## src/rtl/core/fps_pkg.sv

```systemverilog
`default_nettype none
// ---------------------------------------------------------------------------
// fps_pkg
// Shared types, constants and the per-phase enable decode of the
// flight-phase sequencer.
// ---------------------------------------------------------------------------
package fps_pkg;

    localparam int unsigned AltW           = 16;
    localparam int unsigned PaddrW         = 2;
    localparam int unsigned PdataW         = 32;
    localparam logic [AltW-1:0] DeployReset = AltW'(200);

    // Register index of deploy_altitude
    localparam logic [PaddrW-1:0] RegDeployAlt = '0;

    typedef enum logic [3:0] {
        PH_INIT       = 4'd0,
        PH_IDLE       = 4'd1,
        PH_TESTING    = 4'd2,
        PH_READY      = 4'd3,
        PH_LAUNCH     = 4'd4,
        PH_MAX_HEIGHT = 4'd5,
        PH_DESCENT    = 4'd6,
        PH_PARA       = 4'd7,
        PH_LANDED     = 4'd8,
        PH_RECOVERY   = 4'd9,
        PH_SHUTDOWN   = 4'd10
    } t_phase;

    typedef struct packed {
        logic            sys_ok;
        logic            cmd_test;
        logic            tests_passed;
        logic            reboot_cmd;
        logic            accel_flag;
        logic [AltW-1:0] altitude;
        logic            apogee_flag;
        logic            pressure_flag;
        logic            recovered_flag;
        logic            power_off_cmd;
    } t_sample;

    typedef struct packed {
        logic pwr_en;
        logic gun_en;
        logic telemetry_en;
        logic beacon_en;
        logic location_en;
        logic logging_en;
        logic video_en;
        logic chute_fire;
        logic test_mode_on;
        logic ready_ind;
    } t_enables;

    typedef struct packed {
        t_phase   phase;
        t_enables en;
        logic     phase_changed;
    } t_result;

    // Moore enables, bit order: pwr gun tel beacon loc log video chute test ready
    function automatic t_enables phase_enables(input t_phase ph);
        t_enables e;
        case (ph)
            PH_INIT:       e = 10'b1110000000;
            PH_IDLE:       e = 10'b1010000000;
            PH_TESTING:    e = 10'b1110010010;
            PH_READY:      e = 10'b1010000001;
            PH_LAUNCH:     e = 10'b1011000000;
            PH_MAX_HEIGHT: e = 10'b1111000000;
            PH_DESCENT:    e = 10'b1111011000;
            PH_PARA:       e = 10'b1111111100;
            PH_LANDED:     e = 10'b1001100000;
            PH_RECOVERY:   e = 10'b1000000000;
            default:       e = '0;
        endcase
        return e;
    endfunction

endpackage
`default_nettype wire

```

## src/rtl/core/fps_regs.sv

```systemverilog
`default_nettype none
// ---------------------------------------------------------------------------
// fps_regs
// APB register file: deploy altitude threshold.
// ---------------------------------------------------------------------------
module fps_regs
    import fps_pkg::*;
(
    input  wire logic              i_clk,
    input  wire logic              i_rst_n,
    input  wire logic              psel,
    input  wire logic              penable,
    input  wire logic              pwrite,
    input  wire logic [PaddrW-1:0] paddr,
    input  wire logic [PdataW-1:0] pwdata,
    output logic      [PdataW-1:0] prdata,
    output logic                   pready,
    output logic      [AltW-1:0]   o_deploy_alt
);

    logic [AltW-1:0] r_deploy_alt;
    logic            wr_en;

    // Single register, bits 15:0 at every address; byte lanes ignored
    assign wr_en  = psel && penable && pwrite;
    assign pready = 1'b1;

    always_ff @(posedge i_clk) begin
        if (!i_rst_n) begin
            r_deploy_alt <= DeployReset;
        end else if (wr_en) begin
            r_deploy_alt <= pwdata[AltW-1:0];
        end
    end

    always_comb begin
        prdata = '0;
        case (paddr)
            RegDeployAlt: prdata = PdataW'(r_deploy_alt);
            default:      prdata = PdataW'(r_deploy_alt);
        endcase
    end

    assign o_deploy_alt = r_deploy_alt;

endmodule
`default_nettype wire

```

## src/rtl/core/fps_step.sv

```systemverilog
`default_nettype none
// ---------------------------------------------------------------------------
// fps_step
// Next-phase decision and Moore enable decode for one sample beat.
// ---------------------------------------------------------------------------
module fps_step
    import fps_pkg::*;
(
    input  wire t_phase          i_cur,
    input  wire t_sample         i_smp,
    input  wire logic [AltW-1:0] i_deploy_alt,
    output t_result              o_res
);

    t_phase nxt;

    always_comb begin
        nxt = i_cur;
        case (i_cur)
            PH_INIT:       if (i_smp.sys_ok) nxt = PH_IDLE;
            PH_IDLE: begin
                // acceleration wins over a test command
                if (i_smp.accel_flag)    nxt = PH_LAUNCH;
                else if (i_smp.cmd_test) nxt = PH_TESTING;
            end
            PH_TESTING:    nxt = i_smp.tests_passed ? PH_READY : PH_INIT;
            PH_READY:      if (i_smp.reboot_cmd) nxt = PH_INIT;
            PH_LAUNCH:     if (i_smp.apogee_flag) nxt = PH_MAX_HEIGHT;
            PH_MAX_HEIGHT: if (i_smp.apogee_flag && i_smp.accel_flag) nxt = PH_DESCENT;
            PH_DESCENT:    if (i_smp.altitude <= i_deploy_alt) nxt = PH_PARA;
            PH_PARA:       if (i_smp.pressure_flag) nxt = PH_LANDED;
            PH_LANDED:     if (i_smp.recovered_flag) nxt = PH_RECOVERY;
            PH_RECOVERY:   if (i_smp.power_off_cmd) nxt = PH_SHUTDOWN;
            default:       nxt = i_cur;
        endcase
    end

    assign o_res.phase         = nxt;
    assign o_res.en            = phase_enables(nxt);
    assign o_res.phase_changed = (nxt != i_cur);

endmodule
`default_nettype wire

```

## src/rtl/core/flight_phase_sequencer.sv

```systemverilog
`default_nettype none
// ---------------------------------------------------------------------------
// flight_phase_sequencer
// Rocket flight-phase sequencer: eleven phases, one step per sample beat.
// ---------------------------------------------------------------------------
// Each input beat is one sensor/command sample. It lands in an input
// register, the phase decode runs in the cycle after, and the result (new
// phase, ten Moore enables decoded from the new phase, and a changed flag)
// is captured in an output register. Throughput is one beat per cycle while
// the result side does not stall, set by the phase update through the phase
// register. The input side keeps accepting while a finished result waits,
// until both the input and output registers are full. Shutdown is terminal.
// The deploy threshold is written over APB at byte address 0 (any address
// reaches it; reset value 200) and must only change while no beat is
// in flight.
// ---------------------------------------------------------------------------
module flight_phase_sequencer
    import fps_pkg::*;
(
    input  wire logic              i_clk,
    input  wire logic              i_rst_n,
    // APB configuration
    input  wire logic              psel,
    input  wire logic              penable,
    input  wire logic              pwrite,
    input  wire logic [PaddrW-1:0] paddr,
    input  wire logic [PdataW-1:0] pwdata,
    output logic      [PdataW-1:0] prdata,
    output logic                   pready,
    // sample channel
    input  wire logic              i_in_valid,
    output logic                   o_in_ready,
    input  wire logic              i_sys_ok,
    input  wire logic              i_cmd_test,
    input  wire logic              i_tests_passed,
    input  wire logic              i_reboot_cmd,
    input  wire logic              i_accel_flag,
    input  wire logic [AltW-1:0]   i_altitude,
    input  wire logic              i_apogee_flag,
    input  wire logic              i_pressure_flag,
    input  wire logic              i_recovered_flag,
    input  wire logic              i_power_off_cmd,
    // result channel
    output logic                   o_out_valid,
    input  wire logic              i_out_ready,
    output logic      [3:0]        o_phase,
    output logic                   o_pwr_en,
    output logic                   o_gun_en,
    output logic                   o_telemetry_en,
    output logic                   o_beacon_en,
    output logic                   o_location_en,
    output logic                   o_logging_en,
    output logic                   o_video_en,
    output logic                   o_chute_fire,
    output logic                   o_test_mode_on,
    output logic                   o_ready_ind,
    output logic                   o_phase_changed
);

    logic [AltW-1:0] deploy_alt;
    t_sample         smp_in;
    t_result         step_res;

    logic    r_in_vld,  n_in_vld;
    t_sample r_in,      n_in;
    logic    r_out_vld, n_out_vld;
    t_result r_out,     n_out;
    t_phase  r_phase,   n_phase;

    logic in_take;
    logic advance;

    fps_regs u_regs (
        .i_clk        (i_clk),
        .i_rst_n      (i_rst_n),
        .psel         (psel),
        .penable      (penable),
        .pwrite       (pwrite),
        .paddr        (paddr),
        .pwdata       (pwdata),
        .prdata       (prdata),
        .pready       (pready),
        .o_deploy_alt (deploy_alt)
    );

    fps_step u_step (
        .i_cur        (r_phase),
        .i_smp        (r_in),
        .i_deploy_alt (deploy_alt),
        .o_res        (step_res)
    );

    // Gather the sample ports into one word
    always_comb begin
        smp_in.sys_ok         = i_sys_ok;
        smp_in.cmd_test       = i_cmd_test;
        smp_in.tests_passed   = i_tests_passed;
        smp_in.reboot_cmd     = i_reboot_cmd;
        smp_in.accel_flag     = i_accel_flag;
        smp_in.altitude       = i_altitude;
        smp_in.apogee_flag    = i_apogee_flag;
        smp_in.pressure_flag  = i_pressure_flag;
        smp_in.recovered_flag = i_recovered_flag;
        smp_in.power_off_cmd  = i_power_off_cmd;
    end

    // Advance the held sample into the result register when that slot is
    // empty or drains this cycle; the phase register moves with it.
    assign advance    = r_in_vld && (!r_out_vld || i_out_ready);
    assign o_in_ready = !r_in_vld || advance;
    assign in_take    = i_in_valid && o_in_ready;

    always_comb begin
        n_in_vld  = r_in_vld;
        n_in      = r_in;
        n_out_vld = r_out_vld;
        n_out     = r_out;
        n_phase   = r_phase;
        if (advance) begin
            n_in_vld = 1'b0;
        end
        if (in_take) begin
            n_in_vld = 1'b1;
            n_in     = smp_in;
        end
        if (o_out_valid && i_out_ready) begin
            n_out_vld = 1'b0;
        end
        if (advance) begin
            n_out_vld = 1'b1;
            n_out     = step_res;
            n_phase   = step_res.phase;
        end
    end

    always_ff @(posedge i_clk) begin
        if (!i_rst_n) begin
            r_in_vld  <= 1'b0;
            r_out_vld <= 1'b0;
            r_phase   <= PH_INIT;
        end else begin
            r_in_vld  <= n_in_vld;
            r_out_vld <= n_out_vld;
            r_phase   <= n_phase;
        end
        // payload registers: no reset
        r_in  <= n_in;
        r_out <= n_out;
    end

    assign o_out_valid     = r_out_vld;
    assign o_phase         = r_out.phase;
    assign o_pwr_en        = r_out.en.pwr_en;
    assign o_gun_en        = r_out.en.gun_en;
    assign o_telemetry_en  = r_out.en.telemetry_en;
    assign o_beacon_en     = r_out.en.beacon_en;
    assign o_location_en   = r_out.en.location_en;
    assign o_logging_en    = r_out.en.logging_en;
    assign o_video_en      = r_out.en.video_en;
    assign o_chute_fire    = r_out.en.chute_fire;
    assign o_test_mode_on  = r_out.en.test_mode_on;
    assign o_ready_ind     = r_out.en.ready_ind;
    assign o_phase_changed = r_out.phase_changed;

    // Shutdown never leaves
    a_shutdown_terminal: assert property (@(posedge i_clk) disable iff (!i_rst_n)
        (r_phase == PH_SHUTDOWN) |=> (r_phase == PH_SHUTDOWN))
        else $error("phase left shutdown");

    // A waiting result always shows the current phase
    a_out_matches_state: assert property (@(posedge i_clk) disable iff (!i_rst_n)
        r_out_vld |-> (r_out.phase == r_phase))
        else $error("result phase differs from phase register");

    // Changed flag agrees with the phase step just taken
    a_changed_flag: assert property (@(posedge i_clk) disable iff (!i_rst_n)
        advance |=> (r_out.phase_changed == (r_phase != $past(r_phase))))
        else $error("phase_changed does not match phase step");

    // Parachute fires only in deployment phase
    a_chute_phase: assert property (@(posedge i_clk) disable iff (!i_rst_n)
        (r_out_vld && r_out.en.chute_fire) |-> (r_out.phase == PH_PARA))
        else $error("chute fire outside deployment phase");

    // Phase step is at most one phase forward, back to init, or into launch
    a_step_size: assert property (@(posedge i_clk) disable iff (!i_rst_n)
        advance |=> ((r_phase == $past(r_phase)) || (r_phase == PH_INIT)
                     || (r_phase == PH_LAUNCH) || (r_phase == $past(r_phase) + 4'd1)))
        else $error("illegal phase jump");

endmodule
`default_nettype wire

```

## config.mk

```make
export PLATFORM = sky130hd
export DESIGN_NAME = flight_phase_sequencer
export DESIGN_NICKNAME = d
export VERILOG_FILES = /design/src/rtl/core/fps_pkg.sv /design/src/rtl/core/fps_regs.sv /design/src/rtl/core/fps_step.sv /design/src/rtl/core/flight_phase_sequencer.sv
export SDC_FILE = /design/constraint.sdc
export NUM_CORES = 1
export LEC_CHECK = 0
export BUFFER_PORTS_ARGS = -buffer_cell sky130_fd_sc_hd__buf_2
export CAP_MARGIN = 20
export CELL_PAD_IN_SITES_DETAIL_PLACEMENT = 0
export CELL_PAD_IN_SITES_GLOBAL_PLACEMENT = 1
export CORE_AREA = 8 8 100 102
export DETAILED_ROUTE_END_ITERATION = 7
export DIE_AREA = 0 0 108 110
export MAX_ROUTING_LAYER = met4
export PLACE_DENSITY_LB_ADDON = 0.1
export SYNTH_ARGS = -nofsm -noshare
export SYNTH_HDL_FRONTEND = slang
export SYNTH_SLANG_ARGS = --single-unit
```

## constraint.sdc

```tcl
create_clock -name i_clk -period 2.8 [get_ports i_clk]
set_input_delay 0.56 -clock i_clk [delete_from_list [all_inputs] [get_ports i_clk]]
set_output_delay 0.56 -clock i_clk [all_outputs]
set_load 0.005 [all_outputs]
```

== Yosys cells after proc, flatten, opt, wreduce, memory -nomap -nowiden ==
Memories as Yosys holds them, arrays and structs flattened. A register that Yosys moved wholly into a read port is not among the register bits.
Index checks and enable logic that the tools add are counted.

* Register bits: 52
* Memory bits (read-only): 160
* Input port bits: 66
* Output and inout port bits: 50
* Word-level logic and storage cells: 57
* Memories: 1

* Order comparisons: 1
* Equal/unequal tests: 10
* Muxes and demuxes: 16
* Reduce and logical (&&, ||, !) cells: 13

{| class="wikitable"
|+ Memories
! name !! depth !! bits a word !! read ports !! clocked after memory_dff !! write ports !! RTL line !! RTL
|-
| (name not given) || 16 || 10 || 1 || 1 || 0 || fps_pkg.sv:66 || <nowiki>case (ph)</nowiki>
|}

{| class="wikitable"
|+ Operators by type and width
! operator !! count
|-
| 2-to-1 mux 4 bit || 10
|-
| case mux 4 bit (10 select lines) || 1
|-
| equality test 4 x 3 -> 1 bit, second input constant || 4
|-
| <= comparator 16 bit || 1
|-
| equality test 4 x 2 -> 1 bit, second input constant || 2
|-
| equality test 4 bit, second input constant || 2
|-
| logical AND 1 bit || 6
|-
| equality test 4 x 1 -> 1 bit, second input constant || 1
|-
| zero test 4 bit || 1
|-
| 2-to-1 mux 1 bit || 4
|-
| inequality test 4 bit || 1
|-
| nonzero test 2 bit || 2
|-
| zero test 1 bit || 2
|-
| logical OR 1 bit || 2
|-
| 2-to-1 mux 2 bit || 1
|}

== Logic depth before layout (Yosys ltp) ==
* Depth after elaboration: 6
* Gate-level depth with buffers: 8
* Gate-level depth less buffers: 8

== Cells and area by module ==
From an unflattened synthesis, not the netlist that was laid out.

* Cells, all modules: 297
* Area total of the unflattened synthesis: 3188.1 um2

{| class="wikitable"
|+ Modules (own cells, without submodules)
! module !! times used !! cells each !! area an instance (um2) !! seq. area each (um2)
|-
| flight_phase_sequencer || 1 || 67 || 1458.9 || 1321.3
|-
| fps_regs || 1 || 105 || 909.6 || 320.3
|-
| fps_step || 1 || 125 || 819.5 || 0.0
|}

== Worst setup path after synthesis ==
OpenSTA, ideal clock, no wires.

* Path kind: register to register
* Start: register u_regs.r_deploy_alt[1], in the netlist u_regs.o_deploy_alt[1]
* End: register o_beacon_en (netlist name)
* Setup time: 271 ps
* Data arrival time: 1739 ps
* Data required time: 2529 ps
* Setup slack: 790 ps
* Stages on the path, launching flop included: 9
* Path buffers: 0
* Period minus slack after synthesis: 2010 ps
* Cells stage by stage: dfxtp_1 inv_1 ha_1 nor2b_1 o211ai_1 a21boi_0 o41a_1 a2bb2oi_2 o22ai_1

{| class="wikitable"
|+ RTL lines
! what !! RTL line !! RTL
|-
| from (decl) || fps_regs.sv:21 || <nowiki>logic [AltW-1:0] r_deploy_alt;</nowiki>
|-
| from (signal assigned) || fps_regs.sv:30 || <nowiki>r_deploy_alt <= DeployReset;</nowiki>
|-
| from (signal assigned) || fps_regs.sv:32 || <nowiki>r_deploy_alt <= pwdata[AltW-1:0];</nowiki>
|}

==> out/qor.txt <==
Crit path launch type: flip-flop
Net Sw Frac: 0.235
Synthesized area: 0.00301 mm²
Clk sinks: 62
Die ar.: 0.0119 mm²
Leakage: 1.53 nW
Register share of total power: 0.558
Clock power frac: 0.339
Power per cell area: 517 mW/mm²
Die height: 110 µm
Commonest cells post-synth: 44 x nand2_1, 40 x edfxtp_1, 24 x inv_1
Final setup viols: 0
RD Place Congestion: 0.812
Synth cell types: 44
Cts repair resizes: 0
# diodes: 0
Via count: 2,174
Area Overhead vs Synth: 19.7%
Data required, critical path: 2.86 ns
Async set-reset flop share out of synthesis: 0
Global route overflow: 0
Dpl hpwl: 5120 µm
YS warnings: 0
CTS buffer count: 9
Reg2reg start: u_regs.o_deploy_alt[14]
Critical path fanouts, max: 5
Area leader, netlist: edfxtp_1
Slew Limit Fails: 0
Worst Skew: 0.00649 ns
Status: finished, final reports clean
Remaining antenna violation count: 0
Antenna violations before repair: 0
Final nets: 447
Setup_tns: 0 ns
CTS clk-pin slew, worst paths: 0.07 ns
Layout cells sized above 1: 0.259
Synth top area share: 0.399
CTS Hold Bufs: 0
Vias in the first global route: 2,243
Tcrit/Tclk final: 0.800
Average wire per standard cell: 14.3 µm
VDD IR-drop max: 0.240 mV
Synth top area cells: edfxtp_1 40%, dfxtp_1 15%, ha_1 6.6%, nand2_1 5.5%, buf_4 4.2%
Starting Density: 0.356
Post-synth EDFFs: 40
Die width: 108 µm
Sequential area share after synthesis: 0.545
Internal power: 1.43 mW
Synthesized instance count: 285
Minimum clock period: 2.24 ns
Switching power: 0.438 mW
DRC Markers: 0
TritonRoute pass-1 iters: 4
Cell Rows: 34
Critical Path Source: u_regs.o_deploy_alt[14]
Worst relative slew slack: 0.455
Vias per cell: 4.55
Fin. Hold Viols: 0
Postcts setup bufs: 0
Max Cap Violations: 0
Most used flip-flop cell after synthesis: edfxtp_1
HP Class: in -> reg
Placed Cells: 462
Final wirelength: 6860 µm
Core box area: 0.00847 mm²
Iter 0 DRT Violations: 120
Arr. time, crit path: 2.30 ns
Kind of critical path: reg -> reg
Clk buf depth: 2
Comb pwr share: 0.103
Avg Synthesized Cell Area: 10.6 µm²
Total GRT Usage: 0.123
Post-route insts no fill: 478
Largest net degree at the start of global routing: 24
Fmax: 0.446 GHz
CTS tree: built
Worst Max-Slew Pin Slew: 0.817 ns
Number of buffers added on ports: 80
Setup crit end kind: flip-flop
Root buf cell: clkbuf_8
Post-synthesis register bit count: 62
H-tree lvl count: 3
Latest clock arrival within the worst-skew pair: 0.33 ns
Fill cells: 849
First-pass GRT wire length: 11,000 µm
Min-delay src: i_altitude[2]
I/O pins: 116
RSZ-0062 raised after global routing: no
WHS: 0.405 ns
Count leader, synth: nand2_1
logic make-up after synthesis:
family / after synthesis / synth area share
simple gates: 89 / 0.143
mux: 2 / 0.00831
other cells: 2 / 0.00249
flops: 62 / 0.545
compound gates: 62 / 0.143
fa+ha+maj: 16 / 0.0665
buf+inv: 52 / 0.0914
per-stage QoR:
step / power (mW) / area, µm² / setup WS (ns) / utilization
finish: 1.86 / 3600 / 0.560 / 0.426
global route: 1.97 / 3600 / 0.406 / 0.426
CTS: 1.90 / 3600 / 0.532 / 0.426
detailed placement: 1.26 / 3450 / 0.556 / 0.408
global placement: 1.25 / 3430 / 0.555 / 0.405
floorplan: 1.18 / 3070 / 0.790 / -
worst paths after layout:
path	to	slack (ns)	depth (start not counted)
worst max-delay path	o_beacon_en	0.56	8
worst min-delay path	r_in[6]	0.41	1
worst max register to register	o_beacon_en	0.56	8
worst min register to register	u_regs.o_deploy_alt[11]	0.48	2
power by group through the flow:
| stage | sequential [mW] | clock [mW] | combinational [mW] |
|---|---|---|---|
| after detailed placement | 1.06 | 0 | 0.194 |
| final | 1.04 | 0.632 | 0.192 |
| after CTS | 1.04 | 0.664 | 0.196 |
| after floorplan | 1.06 | 0 | 0.126 |
| after global routing | 1.05 | 0.702 | 0.221 |
| after global placement | 1.06 | 0 | 0.188 |
layout make-up:
cell class              instances  area [µm²]  share of cell area
inverters                      24        90.1              0.0250
well taps                     108         135              0.0375
clock inverters                 2        8.76             0.00243
multi-input cells             186        1150               0.319
flip-flops and latches         62        1640               0.455
clock buffers                  14         143              0.0396
repair buffers                 82         435               0.121
flip-flops by register name (all words and copies together), names as in the netlist, 4 cells and up:
register / flops
o_phase: 4
r_phase: 4
u_regs.o_deploy_alt: 16
r_in: 25
placed cells by master, fill, tap and decap left out, types with 2 or more instances in the layout:
cell type  netlist  routed
inv_1           24      24
a21boi_0        15      15
a21o_1           3       3
o211ai_1         4       4
o22ai_1          3       3
dfxtp_1         22      22
nor2_1           6       6
clkbuf_1         8       5
a21oi_1         16      16
nand3_1          7       7
nand4_1          6       6
nand2_1         44      44
conb_1           2      17
nand2b_1         6       6
edfxtp_1        40      40
ha_1            16      16
and2_1           4       4
o21ai_0          6       6
and3_1           4       4
clkbuf_8         0       9
buf_2            1      80
a31oi_1          2       2
nor2b_1          4       4
nor3_1           2       2
a22oi_2          2       2
and2b_1          2       2
layer usage:
| layer | vias up | wire, µm | GRT usage | part of all wire |
|---|---|---|---|---|
| met3 | 6 | 569 | 0.0337 | 0.083 |
| met2 | 85 | 2720 | 0.162 | 0.40 |
| li1 | 1129 | - | - | - |
| met4 | 0 | 76 | 0.0595 | 0.011 |
| met5 | - | 0 | - | 0 |
| met1 | 954 | 3490 | 0.167 | 0.51 |
worst max-delay path, stage by stage, from the launching register on:
cell	delay [ns]
dfxtp_1	0.35
inv_1	0.06
ha_1	0.31
nand4_1	0.16
nor3_1	0.09
a21boi_0	0.14
o41a_1	0.47
a2bb2oi_2	0.26
o22ai_1	0.13
Note: power is estimated with default switching activity, not from simulation.
